## src/rtl/canmq_pkg.sv

```systemverilog
// Shared types, codes and helper functions for the CAN message queue engine.
package canmq_pkg;

    // Default ring depths; each ring holds depth minus one messages.
    localparam int RX_DEPTH_DEF = 16;
    localparam int TX_DEPTH_DEF = 16;

    // Action codes of an input transaction.
    localparam logic [1:0] ACT_SEND = 2'd0;
    localparam logic [1:0] ACT_TX_DONE = 2'd1;
    localparam logic [1:0] ACT_RECEIVE = 2'd2;
    localparam logic [1:0] ACT_READ = 2'd3;

    // Result kinds.
    localparam logic [2:0] KIND_LOADED = 3'd0;
    localparam logic [2:0] KIND_QUEUED = 3'd1;
    localparam logic [2:0] KIND_NOTHING = 3'd2;
    localparam logic [2:0] KIND_STORED = 3'd3;
    localparam logic [2:0] KIND_READ = 3'd4;
    localparam logic [2:0] KIND_EMPTY = 3'd5;

    localparam int HDR_W = 35;
    localparam int PAY_W = 64;
    localparam int ENTRY_W = HDR_W + PAY_W;

    typedef struct packed {
        logic [1:0]  action;
        logic [28:0] ident;
        logic        extended;
        logic        remote;
        logic [3:0]  length;
        logic [31:0] data_low;
        logic [31:0] data_high;
        logic [31:0] raw_id_word;
    } in_item_t;

    typedef struct packed {
        logic [2:0]  kind;
        logic [31:0] ident_word;
        logic [28:0] out_ident;
        logic        out_extended;
        logic        out_remote;
        logic [3:0]  out_length;
        logic [31:0] out_data_low;
        logic [31:0] out_data_high;
        logic        rx_overflow;
        logic        tx_overflow;
    } out_item_t;

    // Message header as kept in the ring memories.
    typedef struct packed {
        logic [3:0]  length;
        logic        remote;
        logic        extended;
        logic [28:0] ident;
    } hdr_t;

    typedef enum logic [1:0] {
        ST_IDLE,
        ST_FETCH,
        ST_EMIT
    } state_t;

    // Build the packed mailbox identifier word, request bit set.
    function automatic logic [31:0] pack_word(input hdr_t hdr);
        logic [31:0] w;
        if (hdr.extended) begin
            w = {hdr.ident, 3'b100};
        end else begin
            w = {hdr.ident[10:0], 21'd0};
        end
        w[1] = w[1] | hdr.remote;
        w[0] = 1'b1;
        return w;
    endfunction

    // Decode a raw received mailbox identifier word into a header.
    function automatic hdr_t decode_raw(input logic [31:0] raw, input logic [3:0] len);
        hdr_t hdr;
        hdr.extended = raw[2];
        hdr.remote = raw[1];
        hdr.length = len;
        if (raw[2]) begin
            hdr.ident = raw[31:3];
        end else begin
            hdr.ident = {18'd0, raw[31:21]};
        end
        return hdr;
    endfunction

endpackage

```

## src/rtl/can_message_queue_engine_core.sv

```systemverilog
// Top level: transmit mailbox, transmit ring and receive ring for CAN messages.
// Each result is registered in the pending result register and then in the output register;
// a transaction that pops a ring (transmit done or software read) passes the fetch state first.
// Throughput: one transaction per cycle without a ring pop while the output is not stalled; a pop
// holds off new transactions during the fetch state, which waits for the registered ring memory read.
// Reset (aresetn, synchronous, active low) clears ring pointers, mailbox state,
// overflow flags and handshakes; ring memory contents are not cleared.
module can_message_queue_engine_core
    import canmq_pkg::*;
#(
    parameter int RX_DEPTH = RX_DEPTH_DEF,
    parameter int TX_DEPTH = TX_DEPTH_DEF
) (
    input  logic      aclk,
    input  logic      aresetn,
    input  logic      s_valid,
    output logic      s_ready,
    input  in_item_t  s_item,
    output logic      m_valid,
    input  logic      m_ready,
    output out_item_t m_item
);

    localparam int RX_AW = $clog2(RX_DEPTH);
    localparam int TX_AW = $clog2(TX_DEPTH);
    localparam logic [RX_AW-1:0] RX_LAST = RX_AW'(RX_DEPTH - 1);
    localparam logic [TX_AW-1:0] TX_LAST = TX_AW'(TX_DEPTH - 1);

    state_t state_reg, state_next;
    logic [RX_AW-1:0] rx_wpos_reg, rx_wpos_next, rx_rpos_reg, rx_rpos_next;
    logic [TX_AW-1:0] tx_wpos_reg, tx_wpos_next, tx_rpos_reg, tx_rpos_next;
    logic mbox_busy_reg, mbox_busy_next;
    logic rx_ovf_reg, rx_ovf_next, tx_ovf_reg, tx_ovf_next;
    logic fetch_tx_reg, fetch_tx_next;
    out_item_t res_reg, res_next;
    logic m_valid_reg;
    out_item_t m_item_reg;

    logic accept, out_free, need_fetch;
    logic [RX_AW-1:0] rx_wpos_inc, rx_rpos_inc;
    logic [TX_AW-1:0] tx_wpos_inc, tx_rpos_inc;
    logic rx_empty, rx_full, tx_empty, tx_full;
    logic rx_we, tx_we, rx_re, tx_re;
    hdr_t send_hdr, recv_hdr, fetch_hdr;
    logic [PAY_W-1:0] in_pay, fetch_pay;
    logic [ENTRY_W-1:0] rx_rd_data, tx_rd_data, fetch_entry;

    // Handshake terms.
    assign out_free = !m_valid_reg || m_ready;
    assign s_ready = (state_reg == ST_IDLE) || ((state_reg == ST_EMIT) && out_free);
    assign accept = s_valid && s_ready;
    assign m_valid = m_valid_reg;
    assign m_item = m_item_reg;

    // Ring pointer arithmetic with wrap at the configured depth.
    assign rx_wpos_inc = (rx_wpos_reg == RX_LAST) ? '0 : rx_wpos_reg + 1'b1;
    assign rx_rpos_inc = (rx_rpos_reg == RX_LAST) ? '0 : rx_rpos_reg + 1'b1;
    assign tx_wpos_inc = (tx_wpos_reg == TX_LAST) ? '0 : tx_wpos_reg + 1'b1;
    assign tx_rpos_inc = (tx_rpos_reg == TX_LAST) ? '0 : tx_rpos_reg + 1'b1;
    assign rx_empty = (rx_wpos_reg == rx_rpos_reg);
    assign tx_empty = (tx_wpos_reg == tx_rpos_reg);
    assign rx_full = (rx_wpos_inc == rx_rpos_reg);
    assign tx_full = (tx_wpos_inc == tx_rpos_reg);

    // Incoming message header and payload.
    assign send_hdr = '{length: s_item.length, remote: s_item.remote,
                        extended: s_item.extended, ident: s_item.ident};
    assign recv_hdr = decode_raw(s_item.raw_id_word, s_item.length);
    assign in_pay = {s_item.data_high, s_item.data_low};

    // Entry read back from the ring selected at accept time.
    assign fetch_entry = fetch_tx_reg ? tx_rd_data : rx_rd_data;
    assign fetch_hdr = hdr_t'(fetch_entry[ENTRY_W-1:PAY_W]);
    assign fetch_pay = fetch_entry[PAY_W-1:0];

    // Ring memories, one entry holds header and payload.
    canmq_ram #(.WIDTH(ENTRY_W), .DEPTH(TX_DEPTH)) u_tx_ram (
        .aclk    (aclk),
        .wr_en   (tx_we),
        .wr_addr (tx_wpos_reg),
        .wr_data ({send_hdr, in_pay}),
        .rd_en   (tx_re),
        .rd_addr (tx_rpos_reg),
        .rd_data (tx_rd_data)
    );

    canmq_ram #(.WIDTH(ENTRY_W), .DEPTH(RX_DEPTH)) u_rx_ram (
        .aclk    (aclk),
        .wr_en   (rx_we),
        .wr_addr (rx_wpos_reg),
        .wr_data ({recv_hdr, in_pay}),
        .rd_en   (rx_re),
        .rd_addr (rx_rpos_reg),
        .rd_data (rx_rd_data)
    );

    // Transaction processing: pointer updates, memory access and result building.
    always_comb begin
        rx_wpos_next = rx_wpos_reg;
        rx_rpos_next = rx_rpos_reg;
        tx_wpos_next = tx_wpos_reg;
        tx_rpos_next = tx_rpos_reg;
        mbox_busy_next = mbox_busy_reg;
        rx_ovf_next = rx_ovf_reg;
        tx_ovf_next = tx_ovf_reg;
        fetch_tx_next = fetch_tx_reg;
        res_next = res_reg;
        need_fetch = 1'b0;
        rx_we = 1'b0;
        tx_we = 1'b0;
        rx_re = 1'b0;
        tx_re = 1'b0;
        if (accept) begin
            res_next = '0;
            unique case (s_item.action)
                ACT_SEND: begin
                    if (!mbox_busy_reg) begin
                        mbox_busy_next = 1'b1;
                        res_next.kind = KIND_LOADED;
                        res_next.ident_word = pack_word(send_hdr);
                        res_next.out_ident = send_hdr.ident;
                        res_next.out_extended = send_hdr.extended;
                        res_next.out_remote = send_hdr.remote;
                        res_next.out_length = send_hdr.length;
                        res_next.out_data_low = s_item.data_low;
                        res_next.out_data_high = s_item.data_high;
                    end else begin
                        res_next.kind = KIND_QUEUED;
                        if (tx_full) begin
                            tx_ovf_next = 1'b1;
                        end else begin
                            tx_we = 1'b1;
                            tx_wpos_next = tx_wpos_inc;
                        end
                    end
                end
                ACT_TX_DONE: begin
                    if (!tx_empty) begin
                        tx_re = 1'b1;
                        tx_rpos_next = tx_rpos_inc;
                        mbox_busy_next = 1'b1;
                        need_fetch = 1'b1;
                        fetch_tx_next = 1'b1;
                        res_next.kind = KIND_LOADED;
                    end else begin
                        mbox_busy_next = 1'b0;
                        res_next.kind = KIND_NOTHING;
                    end
                end
                ACT_RECEIVE: begin
                    res_next.kind = KIND_STORED;
                    if (rx_full) begin
                        rx_ovf_next = 1'b1;
                    end else begin
                        rx_we = 1'b1;
                        rx_wpos_next = rx_wpos_inc;
                    end
                end
                ACT_READ: begin
                    if (!rx_empty) begin
                        rx_re = 1'b1;
                        rx_rpos_next = rx_rpos_inc;
                        need_fetch = 1'b1;
                        fetch_tx_next = 1'b0;
                        res_next.kind = KIND_READ;
                    end else begin
                        res_next.kind = KIND_EMPTY;
                    end
                end
                default: begin
                    res_next.kind = KIND_EMPTY;
                end
            endcase
            res_next.rx_overflow = rx_ovf_next;
            res_next.tx_overflow = tx_ovf_next;
        end else if (state_reg == ST_FETCH) begin
            // Merge the message popped from the ring into the pending result.
            res_next.out_ident = fetch_hdr.ident;
            res_next.out_extended = fetch_hdr.extended;
            res_next.out_remote = fetch_hdr.remote;
            res_next.out_length = fetch_hdr.length;
            res_next.out_data_low = fetch_pay[31:0];
            res_next.out_data_high = fetch_pay[63:32];
            if (fetch_tx_reg) begin
                res_next.ident_word = pack_word(fetch_hdr);
            end
        end
    end

    // Next state.
    always_comb begin
        state_next = state_reg;
        unique case (state_reg)
            ST_IDLE: begin
                if (accept) begin
                    state_next = need_fetch ? ST_FETCH : ST_EMIT;
                end
            end
            ST_FETCH: begin
                state_next = ST_EMIT;
            end
            ST_EMIT: begin
                if (accept) begin
                    state_next = need_fetch ? ST_FETCH : ST_EMIT;
                end else if (out_free) begin
                    state_next = ST_IDLE;
                end
            end
            default: begin
                state_next = ST_IDLE;
            end
        endcase
    end

    // Control registers.
    always_ff @(posedge aclk) begin
        if (!aresetn) begin
            state_reg <= ST_IDLE;
            rx_wpos_reg <= '0;
            rx_rpos_reg <= '0;
            tx_wpos_reg <= '0;
            tx_rpos_reg <= '0;
            mbox_busy_reg <= 1'b0;
            rx_ovf_reg <= 1'b0;
            tx_ovf_reg <= 1'b0;
            fetch_tx_reg <= 1'b0;
        end else begin
            state_reg <= state_next;
            rx_wpos_reg <= rx_wpos_next;
            rx_rpos_reg <= rx_rpos_next;
            tx_wpos_reg <= tx_wpos_next;
            tx_rpos_reg <= tx_rpos_next;
            mbox_busy_reg <= mbox_busy_next;
            rx_ovf_reg <= rx_ovf_next;
            tx_ovf_reg <= tx_ovf_next;
            fetch_tx_reg <= fetch_tx_next;
        end
    end

    // Pending result register.
    always_ff @(posedge aclk) begin
        res_reg <= res_next;
    end

    // Output register: the pending result moves here once the output is free.
    always_ff @(posedge aclk) begin
        if (!aresetn) begin
            m_valid_reg <= 1'b0;
        end else if ((state_reg == ST_EMIT) && out_free) begin
            m_valid_reg <= 1'b1;
        end else if (m_ready) begin
            m_valid_reg <= 1'b0;
        end
    end

    always_ff @(posedge aclk) begin
        if ((state_reg == ST_EMIT) && out_free) begin
            m_item_reg <= res_reg;
        end
    end

`ifndef SYNTHESIS
    // A ring memory read always completes in the following cycle.
    a_fetch_one_cycle: assert property (@(posedge aclk) disable iff (!aresetn)
        (state_reg == ST_FETCH) |=> (state_reg == ST_EMIT))
        else $error("fetch state did not advance to emit");

    // A pending result is never overwritten while the output register is still full.
    a_no_result_loss: assert property (@(posedge aclk) disable iff (!aresetn)
        (state_reg == ST_EMIT && m_valid_reg && !m_ready) |=> (state_reg == ST_EMIT))
        else $error("pending result dropped while output stalled");

    // No ring is written when it is full.
    a_no_write_full: assert property (@(posedge aclk) disable iff (!aresetn)
        !((tx_we && tx_full) || (rx_we && rx_full)))
        else $error("ring written while full");

    // No ring is popped when it is empty.
    a_no_read_empty: assert property (@(posedge aclk) disable iff (!aresetn)
        !((tx_re && tx_empty) || (rx_re && rx_empty)))
        else $error("ring popped while empty");

    // A mailbox load always leaves the mailbox busy.
    a_mbox_busy: assert property (@(posedge aclk) disable iff (!aresetn)
        (accept && (res_next.kind == KIND_LOADED)) |=> mbox_busy_reg)
        else $error("mailbox not busy after load");
`endif

endmodule

```

## src/rtl/canmq_ram.sv

```systemverilog
// Generic single-write, single-read RAM with registered read data.
module canmq_ram #(
    parameter int WIDTH = 8,
    parameter int DEPTH = 16
) (
    input  logic                     aclk,
    input  logic                     wr_en,
    input  logic [$clog2(DEPTH)-1:0] wr_addr,
    input  logic [WIDTH-1:0]         wr_data,
    input  logic                     rd_en,
    input  logic [$clog2(DEPTH)-1:0] rd_addr,
    output logic [WIDTH-1:0]         rd_data
);

    logic [WIDTH-1:0] mem [DEPTH];

    // Write port and registered read port.
    always_ff @(posedge aclk) begin
        if (wr_en) begin
            mem[wr_addr] <= wr_data;
        end
        if (rd_en) begin
            rd_data <= mem[rd_addr];
        end
    end

endmodule

```

## config.mk

```make
export PLATFORM = sky130hd
export DESIGN_NAME = can_message_queue_engine_core
export DESIGN_NICKNAME = d
export VERILOG_FILES = /design/src/rtl/canmq_pkg.sv /design/src/rtl/can_message_queue_engine_core.sv /design/src/rtl/canmq_ram.sv
export SDC_FILE = /design/constraint.sdc
export NUM_CORES = 2
export LEC_CHECK = 0
export BUFFER_PORTS_ARGS = -buffer_cell sky130_fd_sc_hd__buf_2
export CORE_UTILIZATION = 55
export DETAILED_ROUTE_END_ITERATION = 12
export PLACE_DENSITY = 0.74
export SYNTH_ARGS = -nofsm -noshare
export SYNTH_HDL_FRONTEND = slang
export SYNTH_SLANG_ARGS = --single-unit
```

## constraint.sdc

```tcl
create_clock -name aclk -period 11 [get_ports aclk]
set_input_delay 2.2 -clock aclk [delete_from_list [all_inputs] [get_ports aclk]]
set_output_delay 2.2 -clock aclk [all_outputs]
set_load 0.02 [all_outputs]
```

=== Word-level counts from Yosys, hierarchy flattened ===
Memory sizes are Yosys's and may differ from the RTL's. A register that Yosys moved wholly into a read port is not among the register bits.
Index checks and enable logic that the tools add are counted.

* Register bits after elaboration: 295
* RAM bits: 3168
* Memories: 2

* $add $sub $neg: 4
* Equal/unequal tests: 17
* Muxes and demuxes: 58
* Bitwise logic cells: 6
* Reduce and logical (&&, ||, !) cells: 20

{| class="wikitable"
|+ Memories
! memory !! depth !! bits a word !! read ports !! clocked after Yosys merged registers in !! write ports !! line !! text
|-
| u_rx_ram.mem || 16 || 99 || 1 || 1 || 1 || canmq_ram.sv:15 || <nowiki>logic [WIDTH-1:0] mem [DEPTH];</nowiki>
|-
| u_tx_ram.mem || 16 || 99 || 1 || 1 || 1 || canmq_ram.sv:15 ||
|}

{| class="wikitable"
|+ Operators by type and width
! kind !! count
|-
| $mux W131 || 4
|-
| $mux W32 || 9
|-
| $mux W99 || 1
|-
| $mux W1 || 29
|-
| $mux W29 || 1
|-
| $add A4 B1 Y4 const B || 4
|-
| $eq A4 B4 Y1 || 4
|-
| $eq A4 B4 Y1 const B || 4
|-
| $mux W4 || 4
|-
| $pmux W3 S4 || 1
|-
| $mux W2 || 5
|-
| $reduce_bool A2 Y1 || 5
|-
| $reduce_and A3 Y1 || 3
|-
| $reduce_and A4 Y1 || 2
|-
| $eq A2 B2 Y1 const B || 3
|-
| $ne A2 B2 Y1 const B || 3
|-
| $pmux W1 S2 || 3
|-
| $pmux W2 S3 || 1
|-
| $reduce_and A2 Y1 || 3
|-
| $eq A2 B1 Y1 const B || 2
|-
| $logic_not A2 Y1 || 2
|-
| $not A1 Y1 || 4
|-
| $ne A3 B3 Y1 const B || 1
|-
| $logic_and A1 B1 Y1 || 2
|-
| other kinds (3) || 5
|}

=== Longest topological paths before layout ===
* Depth after elaboration: 10
* Depth in mapped cells: 11

=== Cells and area by module ===
From an unflattened synthesis, not the netlist that was laid out.

* Cell total of the unflattened synthesis: 6023
* Area, all modules: 137323.0 um2

{| class="wikitable"
|+ By module, submodules not included
! module !! instances !! cells an instance !! area an instance (um2) !! seq. area each (um2)
|-
| canmq_ram (u_rx_ram) || 1 || 2534 || 62202.2 || 50538.5
|-
| canmq_ram (u_tx_ram) || 1 || 2534 || 62197.2 || 50538.5
|-
| can_message_queue_engine_core || 1 || 955 || 12923.6 || 8628.3
|}

=== Least setup slack after synthesis ===
No wires, ideal clock.

* Kind: input-to-reg
* From: input port s_item[132] (netlist name)
* To: memory u_rx_ram.mem[3][0] (netlist name), enable pin
* Arrival: 9.737 ns
* Required time: 10.321 ns
* Setup slack: 0.584 ns
* Stages on the path: 5
* Path buffers: 1
* Cells stage by stage: clkbuf_1 nand4bb_1 nor2_1 o211ai_2 nor3_1

* Cells in the longest elaborated chain, start to end: 5

{| class="wikitable"
|+ Ends and longest elaborated chain
! element !! line !! text
|-
| start: declaration || can_message_queue_engine_core.sv:18 || <nowiki>input in_item_t s_item,</nowiki>
|-
| $eq A2 B2 Y1 || can_message_queue_engine_core.sv:115 || <nowiki>unique case (s_item.action)</nowiki>
|-
| $mux W1 || can_message_queue_engine_core.sv:115 ||
|-
| $mux W1 || can_message_queue_engine_core.sv:113 || <nowiki>if (accept) begin</nowiki>
|-
| $mux W1 || canmq_ram.sv:19 || <nowiki>if (wr_en) begin</nowiki>
|-
| $mux W1 (implied by the code) || canmq_ram.sv:20 || <nowiki>mem[wr_addr] <= wr_data;</nowiki>
|-
| end: declaration || canmq_ram.sv:15 ||
|}

Every way passes these cells.

=== Worst setup path after layout ===
* From: input port m_ready
* To: memory u_tx_ram.mem[14][47] (netlist name), enable pin

* Cells in the longest elaborated chain, start to end: 7

{| class="wikitable"
|+ Ends and longest elaborated chain
! element !! line !! text
|-
| start: declaration || can_message_queue_engine_core.sv:20 || <nowiki>input logic m_ready,</nowiki>
|-
| $logic_or A1 B1 Y1 || can_message_queue_engine_core.sv:49 || <nowiki>assign out_free = !m_valid_reg || m_ready;</nowiki>
|-
| $logic_and A1 B1 Y1 || can_message_queue_engine_core.sv:50 || <nowiki>assign s_ready = (state_reg == ST_IDLE) || ((state_reg == ST_EMIT) && out_free);</nowiki>
|-
| $logic_or A1 B1 Y1 || can_message_queue_engine_core.sv:50 ||
|-
| $logic_and A1 B1 Y1 || can_message_queue_engine_core.sv:51 || <nowiki>assign accept = s_valid && s_ready;</nowiki>
|-
| $mux W1 || can_message_queue_engine_core.sv:113 ||
|-
| $mux W1 || canmq_ram.sv:19 ||
|-
| $mux W1 (implied by the code) || canmq_ram.sv:20 ||
|-
| end: declaration || canmq_ram.sv:15 ||
|}

Every way passes these cells.

==> flow_results.xml <==
<?xml version="1.0" encoding="UTF-8"?>
<metrics>
  <group name="outcome">
    <metric name="outcome" unit="">finished with violations</metric>
    <metric name="violated_checks" unit="">DRC</metric>
  </group>
  <group name="clock_tree">
    <metric name="cts_max_level" unit="">5</metric>
    <metric name="tritoncts" unit="">built</metric>
    <metric name="clock-sinks" unit="">3661</metric>
    <metric name="clk_pin_slew" unit="ps">60</metric>
    <metric name="quantity_of_gates_resized_following_cts" unit="">0</metric>
    <metric name="post_cts_hold_buffer_count" unit="">0</metric>
    <metric name="cts-buffers-inserted" unit="">369</metric>
    <metric name="postCtsSetupBuffers" unit="">0</metric>
    <metric name="cts-root-buf" unit="">sky130_fd_sc_hd__clkbuf_16</metric>
    <metric name="cts_max_path_buffers" unit="">4</metric>
    <metric name="insertion_delay" unit="ps">990</metric>
  </group>
  <group name="critical_path">
    <metric name="sequence_of_cells_on_the_critical_path" unit="">buf_2, and3b_1, nor3_2, nand3_1, a21oi_2, and3_4, buf_4, buf_4</metric>
    <metric name="rr_startpoint" unit="">tx_rpos_reg[2]</metric>
    <metric name="max_stage_delay" unit="ps">940</metric>
    <metric name="crit_type" unit="">in -&gt; reg</metric>
    <metric name="cp_max_fo" unit="">41</metric>
    <metric name="critPathLaunch" unit="">m_ready</metric>
    <metric name="worst_flop_to_flop_path_endpoint" unit="">u_tx_ram.mem[14][47]</metric>
    <metric name="cp-start-kind" unit="">input pin</metric>
    <metric name="critical_path.most_common_cell" unit="">sky130_fd_sc_hd__buf_4</metric>
    <metric name="required" unit="ps">11560</metric>
    <metric name="flop_to_flop_setup_slack" unit="ps">5970</metric>
    <metric name="crit_path_top_delay_cell" unit="">sky130_fd_sc_hd__and3_4</metric>
    <metric name="cp-end-kind" unit="">flop</metric>
    <metric name="worst_r2r_path_depth" unit="">7</metric>
    <metric name="critical_path_arrival" unit="ps">6210</metric>
  </group>
  <group name="sta">
    <metric name="slew_headroom" unit="%">22.3</metric>
    <metric name="fin_setup_tns" unit="ps">0</metric>
    <metric name="finalCritPeriodShare" unit="%">51.4</metric>
    <metric name="timing.final.hold_violations" unit="">0</metric>
    <metric name="final.hold.worst_slack" unit="ps">414</metric>
    <metric name="setup_violations" unit="">0</metric>
    <metric name="timing.fmax" unit="MHz">177</metric>
    <metric name="rsz_0062_raised_after_global_routing" unit="">no</metric>
    <metric name="clock-skew-final" unit="ps">98.9</metric>
    <metric name="min_period" unit="ps">5650</metric>
    <metric name="report.final.slew_viol_count" unit="">0</metric>
    <metric name="worst_slew_pin_slew" unit="ps">1170</metric>
  </group>
  <group name="power">
    <metric name="power_report.internal_total" unit="W">0.0227</metric>
    <metric name="part_of_the_power_in_registers" unit="%">54.8</metric>
    <metric name="power.share.combinational" unit="%">1.8</metric>
    <metric name="power.share.switching" unit="%">19.6</metric>
    <metric name="total_power" unit="W">0.0282</metric>
    <metric name="vdd.ir_drop.worst" unit="mV">0.174</metric>
    <metric name="switchingPower" unit="W">0.00552</metric>
    <metric name="p_leak" unit="nW">47.4</metric>
    <metric name="clock_power_share" unit="%">43.4</metric>
    <metric name="pwr_density_cell" unit="nW/um2">181</metric>
  </group>
  <group name="final_layout">
    <metric name="final_nets" unit="">6794</metric>
    <metric name="final_common_cell" unit="">sky130_fd_sc_hd__edfxtp_1</metric>
    <metric name="largest_registers" unit="">u_rx_ram.mem (1584), u_tx_ram.mem (1584)</metric>
    <metric name="layout-area-overhead-vs-synth" unit="%">11.9</metric>
    <metric name="mostFrequentLayoutCells" unit="">sky130_fd_sc_hd__edfxtp_1, sky130_fd_sc_hd__mux4_2, sky130_fd_sc_hd__clkbuf_16</metric>
    <metric name="nFillCells" unit="">16300</metric>
    <metric name="finalCoreUtilization" unit="%">62.0</metric>
    <metric name="drive_above_1_share" unit="%">25.4</metric>
    <metric name="final_cell_area" unit="um2">156000</metric>
  </group>
  <group name="routing">
    <metric name="detail_route.first_pass.iterations" unit="">9</metric>
    <metric name="totalWireLength" unit="um">320000</metric>
    <metric name="routed-via-count" unit="">66000</metric>
    <metric name="drc_errors" unit="">62</metric>
    <metric name="drt-initial-drc-count" unit="">7298</metric>
    <metric name="detail-route-antenna-nets" unit="">0</metric>
    <metric name="avgViaCountPerCell" unit="">6.41</metric>
    <metric name="routedWlPerCell" unit="um">31.0</metric>
  </group>
  <group name="synth">
    <metric name="area_fraction_in_compound_gates_after_synthesis" unit="%">2.55</metric>
    <metric name="syn_area_per_cell" unit="um2">22.3</metric>
    <metric name="synthesis.nets" unit="">6399</metric>
    <metric name="synth_edf_count" unit="">3638</metric>
    <metric name="syn_inst" unit="">6251</metric>
    <metric name="synth_sequential_area_ratio" unit="%">78.7</metric>
    <metric name="synth.mux.area_fraction" unit="%">15.3</metric>
    <metric name="ys_ff_latch" unit="">3661</metric>
    <metric name="synth_area_in_simple_gates" unit="%">1.87</metric>
    <metric name="synth_area" unit="um2">139000</metric>
    <metric name="synth_flop_cell" unit="">sky130_fd_sc_hd__edfxtp_1</metric>
    <metric name="combinational_family_with_the_most_area_after_synthesis" unit="">multiplexers</metric>
    <metric name="synthDistinctLibCells" unit="">64</metric>
    <metric name="synth_warnings" unit="">0</metric>
    <metric name="synth_fa_ha_area_share" unit="%">0.0987</metric>
    <metric name="synth_xor_xnor_area_share" unit="%">0.123</metric>
    <metric name="async_reset_ff_share" unit="%">0</metric>
  </group>
  <group name="hold_path">
    <metric name="worstHoldEndpoint" unit="">m_item[43]</metric>
    <metric name="worst_hold_path.num_cells" unit="">0</metric>
    <metric name="worstHoldPathType" unit="">reg -&gt; reg</metric>
    <metric name="worstHoldStart" unit="">res_reg[43]</metric>
  </group>
  <group name="die">
    <metric name="floorplan.core_area" unit="um2">252000</metric>
    <metric name="fp.dieW" unit="um">506</metric>
    <metric name="die_height" unit="um">506</metric>
    <metric name="number_of_placement_rows" unit="">184</metric>
    <metric name="floorplan.initialDensity" unit="%">55.4</metric>
    <metric name="dieArea" unit="um2">256000</metric>
    <metric name="count_of_pins_on_the_block_boundary" unit="">275</metric>
  </group>
  <group name="place">
    <metric name="placedInstanceArea" unit="um2">144000</metric>
    <metric name="placement.io_buffers" unit="">273</metric>
    <metric name="finalWeightedCongestion" unit="">0.803</metric>
    <metric name="detailed_place_hpwl" unit="um">169000</metric>
  </group>
  <group name="global_route">
    <metric name="grt_max_degree" unit="">123</metric>
    <metric name="initial_antenna_violation_count" unit="">41</metric>
    <metric name="number_of_global_route_vias_before_repair" unit="">66800</metric>
    <metric name="grt_util_all_layers" unit="%">24.9</metric>
    <metric name="grt_first_pass_wirelength" unit="um">459000</metric>
    <metric name="grt.overflow.total" unit="">0</metric>
  </group>
  <group name="run">
    <metric name="cap_violations" unit="">0</metric>
  </group>
</metrics>
-- cell families (layout without fill, tap and decap cells) --
kind of cell / after synthesis / after routing
AOI/OAI and AO/OA: 582 / 582
and+or+nand+nor: 456 / 456
adders and majority gates: 11 / 11
DFF: 3661 / 3661
muxes: 1143 / 1143
other: 0 / 19
xor gates and xnor gates: 17 / 17
buffers and inverters: 381 / 1062
-- synthesized netlist by cell type, types with 3 or more instances --
cell type,count,area (um2)
sky130_fd_sc_hd__edfxtp_1,3638,109000
sky130_fd_sc_hd__mux4_2,792,17800
sky130_fd_sc_hd__mux2i_1,338,3380
sky130_fd_sc_hd__a21oi_1,244,1220
sky130_fd_sc_hd__nor2b_1,204,1280
sky130_fd_sc_hd__a211oi_1,199,1490
sky130_fd_sc_hd__clkbuf_1,166,623
sky130_fd_sc_hd__buf_2,106,531
sky130_fd_sc_hd__o21ai_0,100,500
sky130_fd_sc_hd__nand3_1,95,475
sky130_fd_sc_hd__buf_4,77,578
sky130_fd_sc_hd__nand2_1,56,210
sky130_fd_sc_hd__and3_1,34,213
sky130_fd_sc_hd__and2_1,23,144
sky130_fd_sc_hd__dfxtp_1,23,460
sky130_fd_sc_hd__nor2_1,14,52.6
sky130_fd_sc_hd__inv_1,13,48.8
sky130_fd_sc_hd__mux2_2,13,146
sky130_fd_sc_hd__o31ai_1,12,90.1
sky130_fd_sc_hd__xnor2_1,12,105
sky130_fd_sc_hd__buf_1,11,41.3
sky130_fd_sc_hd__ha_1,11,138
sky130_fd_sc_hd__nand2b_1,6,37.5
sky130_fd_sc_hd__buf_6,5,56.3
sky130_fd_sc_hd__nand4_1,4,25.0
sky130_fd_sc_hd__o21a_1,4,30.0
sky130_fd_sc_hd__nor3_2,3,30.0
sky130_fd_sc_hd__nor3b_1,3,22.5
sky130_fd_sc_hd__xor2_1,3,26.3
-- through the flow --
step           std cells  setup WS, ps
2_1_floorplan       6251           584
3_3_place_gp        9623          4590
3_5_place_dp        9623          4460
4_1_cts            10300          5500
5_1_grt            10300          5280
6_report           10300          5350
-- cell type report --
class                   instances  area [um2]  share of cell area (%)
clock inverters               205        2040                    1.31
well taps                    3348        4190                    2.68
multi-input cells            2209       28000                    18.0
inverters                      14        62.6                  0.0401
repair buffers                391        2300                    1.47
clock buffers                 452        9690                    6.21
diodes                         19        47.5                  0.0305
flip-flops and latches       3661      110000                    70.3
-- worst max-delay path, delay by kind of cell --
family,cells,cell delay (ps)
AO/OA/AOI/OAI,1,670
buffers and inverters,3,1350
AND/OR/NAND/NOR,4,1820
-- how the worst max path moves through the flow --
stage                     slack [ps]                   end  cells past startpoint
final                           5350  u_tx_ram.mem[14][47]                      8
after detailed placement        4460  u_tx_ram.mem[12][98]                      8
after CTS                       5500   u_tx_ram.mem[8][46]                      8
after global placement          4590   u_tx_ram.mem[8][12]                      8
after global routing            5280   u_tx_ram.mem[8][46]                      8
after floorplan                  580    u_rx_ram.mem[3][0]                      5
-- power groups by stage --
| stage | logic, W | clock network [W] | registers (W) |
|---|---|---|---|
| 2_1_floorplan | 0.000188 | 0 | 0.0158 |
| 3_3_place_gp | 0.000480 | 0 | 0.0158 |
| 3_5_place_dp | 0.000504 | 0 | 0.0158 |
| 4_1_cts | 0.000507 | 0.0124 | 0.0155 |
| 5_1_grt | 0.000545 | 0.0129 | 0.0155 |
| 6_report | 0.000510 | 0.0123 | 0.0155 |
-- routing by layer --
| metal | vias to the layer above | GRT usage, % | wire (um) |
|---|---|---|---|
| met1 | 34900 | 34.6 | 124000 |
| met5 | - | 0 | 121 |
| met2 | 3572 | 39.6 | 154000 |
| met3 | 556 | 5.85 | 31500 |
| li1 | 27000 | - | - |
| met4 | 22 | 7.91 | 9210 |
No activity file was read; power rests on OpenSTA's default activity.
